===== config.mk =====
export PLATFORM = sky130hd
export DESIGN_NAME = ttg_queue
export DESIGN_NICKNAME = d
export VERILOG_FILES = /design/src/design/ttg_queue.sv
export SDC_FILE = /design/constraint.sdc
export NUM_CORES = 1
export LEC_CHECK = 0
export BUFFER_PORTS_ARGS = -buffer_cell sky130_fd_sc_hd__buf_2
export CELL_PAD_IN_SITES_DETAIL_PLACEMENT = 2
export CELL_PAD_IN_SITES_GLOBAL_PLACEMENT = 2
export CORE_MARGIN = 5
export CORE_UTILIZATION = 34
export CTS_CLUSTER_DIAMETER = 100
export DETAILED_ROUTE_END_ITERATION = 10
export GPL_TIMING_DRIVEN = 0
export PLACE_DENSITY_LB_ADDON = 0.25
export RECOVER_POWER = 50
export SLEW_MARGIN = 20
export SYNTH_ARGS = -nofsm -noshare
export SYNTH_HDL_FRONTEND = slang
export SYNTH_SLANG_ARGS = --single-unit
export TNS_END_PERCENT = 1

===== constraint.sdc =====
create_clock -name clk -period 1.92 [get_ports clk]
set_clock_uncertainty 0.1 [all_clocks]
set_input_delay 0.096 -clock clk [delete_from_list [all_inputs] [get_ports clk]]
set_output_delay 0.096 -clock clk [all_outputs]
set_load 0.01 [all_outputs]

===== src/design/ttg_queue.sv =====
// ttg_queue: two-entry triangle queue between front and back
// depends on nothing
`default_nettype none
module ttg_queue #(
	parameter int W = 8
) (
	input  wire logic         clk,
	input  wire logic         arst_n,
	input  wire logic         in_valid,
	output logic              in_ready,
	input  wire logic [W-1:0] in_data,
	output logic              out_valid,
	input  wire logic         out_ready,
	output logic [W-1:0]      out_data
);
	logic [W-1:0] mem_q [2];
	logic wptr_q, rptr_q;
	logic [1:0] fill_q;
	logic push, pop;

	assign in_ready  = (fill_q != 2'd2);
	assign out_valid = (fill_q != 2'd0);
	assign out_data  = mem_q[rptr_q];
	assign push      = in_valid && in_ready;
	assign pop       = out_valid && out_ready;

	always_ff @(posedge clk or negedge arst_n) begin
		if (!arst_n) begin
			wptr_q <= 1'b0;
			rptr_q <= 1'b0;
			fill_q <= 2'd0;
		end else begin
			if (push) wptr_q <= !wptr_q;
			if (pop)  rptr_q <= !rptr_q;
			if (push && !pop) begin
				fill_q <= fill_q + 2'd1;
			end else if (pop && !push) begin
				fill_q <= fill_q - 2'd1;
			end
		end
	end

	always_ff @(posedge clk) begin
		if (push) mem_q[wptr_q] <= in_data;
	end
endmodule
`default_nettype wire


== Word-level counts from Yosys, hierarchy flattened ==
Memory sizes are Yosys's and may differ from the RTL's.
Cells that the tools add are included.
Word-level totals
  memories: 1
  bits in registers: 4
  bits of input ports: 12
  RAM bits: 16
  word-level logic and storage cells: 21
  output and inout port bits: 10
Cells by class
  multiplexer cells: 4
  $add $sub $neg: 2
  reduce and logical (&&, ||, !) cells: 10
  equality and inequality tests: 1
Memories
  mem_q: words 2, bits a word 8, read ports 1, clocked after Yosys merged registers in 0, write ports 1, RTL line 16  | logic [W-1:0] mem_q [2];
Operator list (count)
  $logic_and A1 B1 Y1: 4
  $logic_not A1 Y1: 4
  $mux W2: 2
  $reduce_bool A2 Y1: 2
  $add A2 B1 Y2 const B: 1
  $mux W1: 2
  $ne A2 B2 Y1 const B: 1
  $sub A2 B1 Y2 const B: 1

== Longest topological paths before layout ==
  word-level depth: 6
  mapped depth: 7
  mapped depth without buffers: 7

== Least setup slack after synthesis ==
OpenSTA, ideal clock, no wires.
  kind: register to register
  from: register fill_q[0]
  to: memory mem_q[0][0], enable pin
  period minus slack after synthesis: 1.486 ns
  required time: 1.450 ns
  arrival: 1.016 ns
  slack: 0.434 ns
  cell stages (with the launch flop): 4
  path buffers: 0
  library setup time: 0.370 ns
  cell sequence: dfrtp_1 -> nand2b_4 -> nand2_1 -> nor2_1
On the way
  longest elaborated chain between the ends: 4
RTL lines
  start: declaration: RTL line 18  | logic [1:0] fill_q;
  start signal: assignment: RTL line 36  | fill_q <= fill_q + 2'd1;
  start signal: assignment: RTL line 38  | fill_q <= fill_q - 2'd1;
  $ne A2 B2 Y1: RTL line 21  | assign in_ready = (fill_q != 2'd2);
  via in_ready: RTL line 10  | output logic in_ready,
  $logic_and A1 B1 Y1: RTL line 24  | assign push = in_valid && in_ready;
  $mux W1: RTL line 44  | if (push) mem_q[wptr_q] <= in_data;
  $mux W1 (not written as such): RTL line 44
  end: declaration: RTL line 16
The timed path passes the listed nets, and every way through them passes these cells.

== Worst setup path in the final report ==
  from: register fill_q[0]
  to: memory mem_q[0][5], enable pin
On the way
  longest elaborated chain between the ends: 4
RTL lines (RTL line)
  $ne A2 B2 Y1: 21
  $logic_and A1 B1 Y1: 24
  $mux W1: 44
  $mux W1 (not written as such): 44
Every way passes these cells.

==> report_table.html <==
<table>
<tr><th>Metric</th><th>Value</th></tr>
<tr><th colspan="2">Run status</th></tr>
<tr><td>Status</td><td>complete, no violations</td></tr>
<tr><th colspan="2">Routing</th></tr>
<tr><td>Initial DRC count</td><td>4</td></tr>
<tr><td>Residual antenna-violating net count after detailed routing</td><td>0</td></tr>
<tr><td>Detailed route wirelength on metal3</td><td>95 µm</td></tr>
<tr><td>Vias after detailed routing</td><td>460</td></tr>
<tr><td>Average wire per standard cell</td><td>13.13 µm</td></tr>
<tr><td>Detail-routed via count per cell</td><td>4.340</td></tr>
<tr><td>Top routing layer in use</td><td>met3</td></tr>
<tr><td>Drt drc</td><td>0</td></tr>
<tr><td>Met1 layer wirelength in the final routing</td><td>575 µm</td></tr>
<tr><td>Routed met2 length</td><td>721 µm</td></tr>
<tr><td>Routed WL</td><td>1392 µm</td></tr>
<tr><td>Drt first pass iters</td><td>3</td></tr>
<tr><th colspan="2">Critical path</th></tr>
<tr><td>Worst r2r path cells</td><td>3</td></tr>
<tr><td>Element type at the critical path start</td><td>register</td></tr>
<tr><td>Reg-to-Reg End</td><td>mem_q[0][5]</td></tr>
<tr><td>Worst Path Max Fanout</td><td>8</td></tr>
<tr><td>Worst setup path startpoint</td><td>fill_q[0]</td></tr>
<tr><td>Kind of end point of the critical path</td><td>register</td></tr>
<tr><td>CP Class</td><td>register to register</td></tr>
<tr><td>Arrival @ worst endpoint</td><td>1.55 ns</td></tr>
<tr><td>Slowest cell on the critical path</td><td>nor2_1</td></tr>
<tr><td>Cell breakdown of the critical path</td><td>nand2b_1, nand2_1, nor2_1</td></tr>
<tr><td>Launching point of the worst reg2reg path</td><td>fill_q[0]</td></tr>
<tr><td>Worst path required time</td><td>1.75 ns</td></tr>
<tr><td>R2R setup slack</td><td>0.20 ns</td></tr>
<tr><td>Delay contributed by the slowest stage of the critical path</td><td>0.57 ns</td></tr>
<tr><th colspan="2">Clock network</th></tr>
<tr><td>Reg clk slew, reported paths</td><td>0.10 ns</td></tr>
<tr><td>CTS Buf Count</td><td>3</td></tr>
<tr><td>Clock insertion delay at the later pin of the skew report</td><td>0.28 ns</td></tr>
<tr><td>Number of H-tree branching levels</td><td>1</td></tr>
<tr><td>Buffers inserted during post-CTS setup optimization</td><td>0</td></tr>
<tr><td>CTS max path bufs</td><td>2</td></tr>
<tr><td>Root buf cell</td><td>clkbuf_4</td></tr>
<tr><td>Clock tree from TritonCTS</td><td>yes</td></tr>
<tr><td>Total clock sinks</td><td>20</td></tr>
<tr><th colspan="2">Global routing</th></tr>
<tr><td>GRT Overall Usage</td><td>0.09828</td></tr>
<tr><td>Vias in the first global route</td><td>547</td></tr>
<tr><td>First-pass GRT wire length</td><td>2456 µm</td></tr>
<tr><td>Remaining global-route overflow</td><td>0</td></tr>
<tr><td>Maximum number of pins on one net before global-route repair</td><td>12</td></tr>
<tr><td>Antenna violations before repair</td><td>0</td></tr>
<tr><th colspan="2">Die</th></tr>
<tr><td>Die extent in x</td><td>58.11 µm</td></tr>
<tr><td>Die span in y</td><td>58.11 µm</td></tr>
<tr><td>Floorplan die area</td><td>3377 µm²</td></tr>
<tr><td>Standard-cell row count</td><td>17</td></tr>
<tr><td>Starting density of the core</td><td>0.3558</td></tr>
<tr><td>Placeable core area</td><td>2212 µm²</td></tr>
<tr><td>Number of top-level pins</td><td>22</td></tr>
<tr><th colspan="2">Logic synthesis</th></tr>
<tr><td>Sequential share of the synthesized area</td><td>0.7377</td></tr>
<tr><td>Post-synthesis share of cell area spent on full adders, half adders and majority gates</td><td>0.01590</td></tr>
<tr><td>Cell taking the most area after synthesis</td><td>edfxtp_1</td></tr>
<tr><td>Cell count after synthesis</td><td>43</td></tr>
<tr><td>Post-synthesis xor/xnor area fraction</td><td>0.05564</td></tr>
<tr><td>Synthesized net count</td><td>56</td></tr>
<tr><td>Basic-gate share of the synthesized area counting and, or, nand and nor cells</td><td>0.06518</td></tr>
<tr><td>Mean cell area of the mapped netlist</td><td>18.30 µm²</td></tr>
<tr><td>#FFs+latches synth</td><td>20</td></tr>
<tr><td>Top cells by area, synth</td><td>edfxtp_1 (61%), dfrtp_1 (13%), mux2_2 (11%), xnor2_1 (3.3%), xor2_1 (2.2%)</td></tr>
<tr><td>Share of Yosys cell area claimed by the top area cell type</td><td>0.6105</td></tr>
<tr><td>Number of warnings printed during yosys synthesis</td><td>0</td></tr>
<tr><td>Post-synth design cell area</td><td>787.0 µm²</td></tr>
<tr><td>Main combinational cell family by area after synthesis</td><td>multiplexers</td></tr>
<tr><td>Mux share of post-synthesis cell area</td><td>0.1145</td></tr>
<tr><td>Synth Area in Compound Gates</td><td>0</td></tr>
<tr><td>Cell variety after synth</td><td>14</td></tr>
<tr><th colspan="2">Hold path</th></tr>
<tr><td>Endpoint of the worst hold-timing path</td><td>wptr_q</td></tr>
<tr><td>Min-Delay Startpoint</td><td>in_valid</td></tr>
<tr><td>Worst hold path type</td><td>input port to register</td></tr>
<tr><td>Hold-critical path depth</td><td>3</td></tr>
<tr><th colspan="2">Layout</th></tr>
<tr><td>Post-layout util</td><td>0.4661</td></tr>
<tr><td>Fill cell count</td><td>236</td></tr>
<tr><td>Layout cell share with drive strength beyond 1</td><td>0.3077</td></tr>
<tr><td>Number of nets at the end of the flow</td><td>92</td></tr>
<tr><td>Antenna diode instance count</td><td>0</td></tr>
<tr><td>Area growth from synthesis to layout</td><td>31.00%</td></tr>
<tr><th colspan="2">STA</th></tr>
<tr><td>Final period util</td><td>0.8967</td></tr>
<tr><td># setup viols final</td><td>0</td></tr>
<tr><td>Clock period minus final worst setup slack</td><td>1.722 ns</td></tr>
<tr><td>Post-route setup slack</td><td>0.1983 ns</td></tr>
<tr><td>Setup repair after global routing missed its margin</td><td>false</td></tr>
<tr><td>Final-layout setup total negative slack</td><td>0 ns</td></tr>
<tr><td>Slew at the pin closest to its max-slew limit</td><td>0.7187 ns</td></tr>
<tr><td>Highest clock rate</td><td>580.8 MHz</td></tr>
<tr><td>Relative slew slack</td><td>0.5191</td></tr>
<tr><td>Fin. max-slew vios</td><td>0</td></tr>
<tr><td>Count of final hold-check violations</td><td>0</td></tr>
<tr><th colspan="2">Power</th></tr>
<tr><td>Overall power after layout</td><td>0.001368 W</td></tr>
<tr><td>Max VDD drop</td><td>0.0005643 V</td></tr>
<tr><td>Cell Pwr Density</td><td>1327 nW/µm²</td></tr>
<tr><td>Leakage dissipation</td><td>0.3954 nW</td></tr>
<tr><th colspan="2">Placed design</th></tr>
<tr><td>Number of buffer cells added on primary ports</td><td>21</td></tr>
<tr><td>Global placer's final weighted congestion</td><td>0.6744</td></tr>
<tr><td>Pre-CTS WS</td><td>0.1935 ns</td></tr>
<tr><td>Total half-perimeter wirelength after legalization and detailed placement</td><td>1041 µm</td></tr>
<tr><th colspan="2">Run</th></tr>
<tr><td>Number of max-capacitance violations reported</td><td>0</td></tr>
</table>
[cell usage after synthesis]
master,instances
mux2_2,8
buf_2,1
inv_1,1
nand2_1,1
xor2_1,2
nor2_1,2
ha_1,1
nand2_4,1
edfxtp_1,16
xnor2_1,3
or2_4,1
nand2b_4,1
dfrtp_1,4
and3_1,1
[flip-flops by register name, indices dropped and copies added, names as in the netlist]
register / count
fill_q: 2
mem_q: 16
rptr_q: 1
wptr_q: 1
[how the worst max path moves through the flow]
stage                  end  slack (ns)
2_1_floorplan  mem_q[0][0]        0.43
3_3_place_gp   mem_q[0][4]        0.18
3_5_place_dp   mem_q[0][0]        0.19
4_1_cts        mem_q[0][2]        0.18
5_1_grt        mem_q[0][2]        0.09
6_report       mem_q[0][5]        0.20
[logic make-up (layout without fill, tap and decap cells)]
| logic type | Yosys count | count (layout) |
|---|---|---|
| DFF | 20 | 20 |
| muxes | 8 | 8 |
| and+or+nand+nor | 7 | 7 |
| xor gates and xnor gates | 5 | 5 |
| buffers and inverters | 2 | 37 |
| adders and majority gates | 1 | 1 |
[where the power goes]
group	internal (W)	switching, W	leakage (nW)
Clock	0.0000807	0.000119	0.0150
Combinational	0.000245	0.000267	0.185
Sequential	0.000607	0.0000495	0.195
Total	0.000933	0.000435	0.395
[critical path: cells and delay by family (launching register included)]
family,cells,cell delay (ns)
flops,1,0.43
simple gates,3,0.84
[through the flow]
step / cell area (µm²) / hold slack [ns] / cells
6_report: 1031 / 0.01690 / 106
5_1_grt: 1031 / 0.01903 / 106
4_1_cts: 1054 / 0.009324 / 106
2_1_floorplan: 787.0 / -0.2996 / 43
3_3_place_gp: 927.1 / -0.1885 / 92
3_5_place_dp: 927.1 / -0.1893 / 92
[placed cells by master, fill, tap and decap left out]
cell type and instances:
and3_1 1, buf_2 12, clkbuf_1 11, clkbuf_4 3, dfrtp_1 4, dlygate4sd3_1 10, edfxtp_1 16, ha_1 1
inv_1 1, mux2_2 8, nand2_1 1, nand2_4 1, nand2b_1 1, nor2_1 2, or2_0 1, xnor2_1 3
xor2_1 2
[metal layers]
metal,GRT usage,vias to the layer above
li1,-,224
met1,0.1150,224
met2,0.1677,12
met3,0.02227,0
met4,0.04967,0
met5,0,-
[timing repair]
action,in CTS,in global routing
hold buffers,10,0
resized for setup,0,0
hold endpoints to repair,21,0
[final cells by class]
cell class | instances | area, µm² | share of cell area
plain buffers | 1 | 5.005 | 0.004854
flip-flops and latches | 20 | 580.6 | 0.5631
well taps | 28 | 35.03 | 0.03398
repair buffers | 31 | 192.7 | 0.1869
multi-input cells | 21 | 187.7 | 0.1820
inverters | 1 | 3.754 | 0.003641
clock buffers | 4 | 26.28 | 0.02549
(Power assumes the default switching activity.)
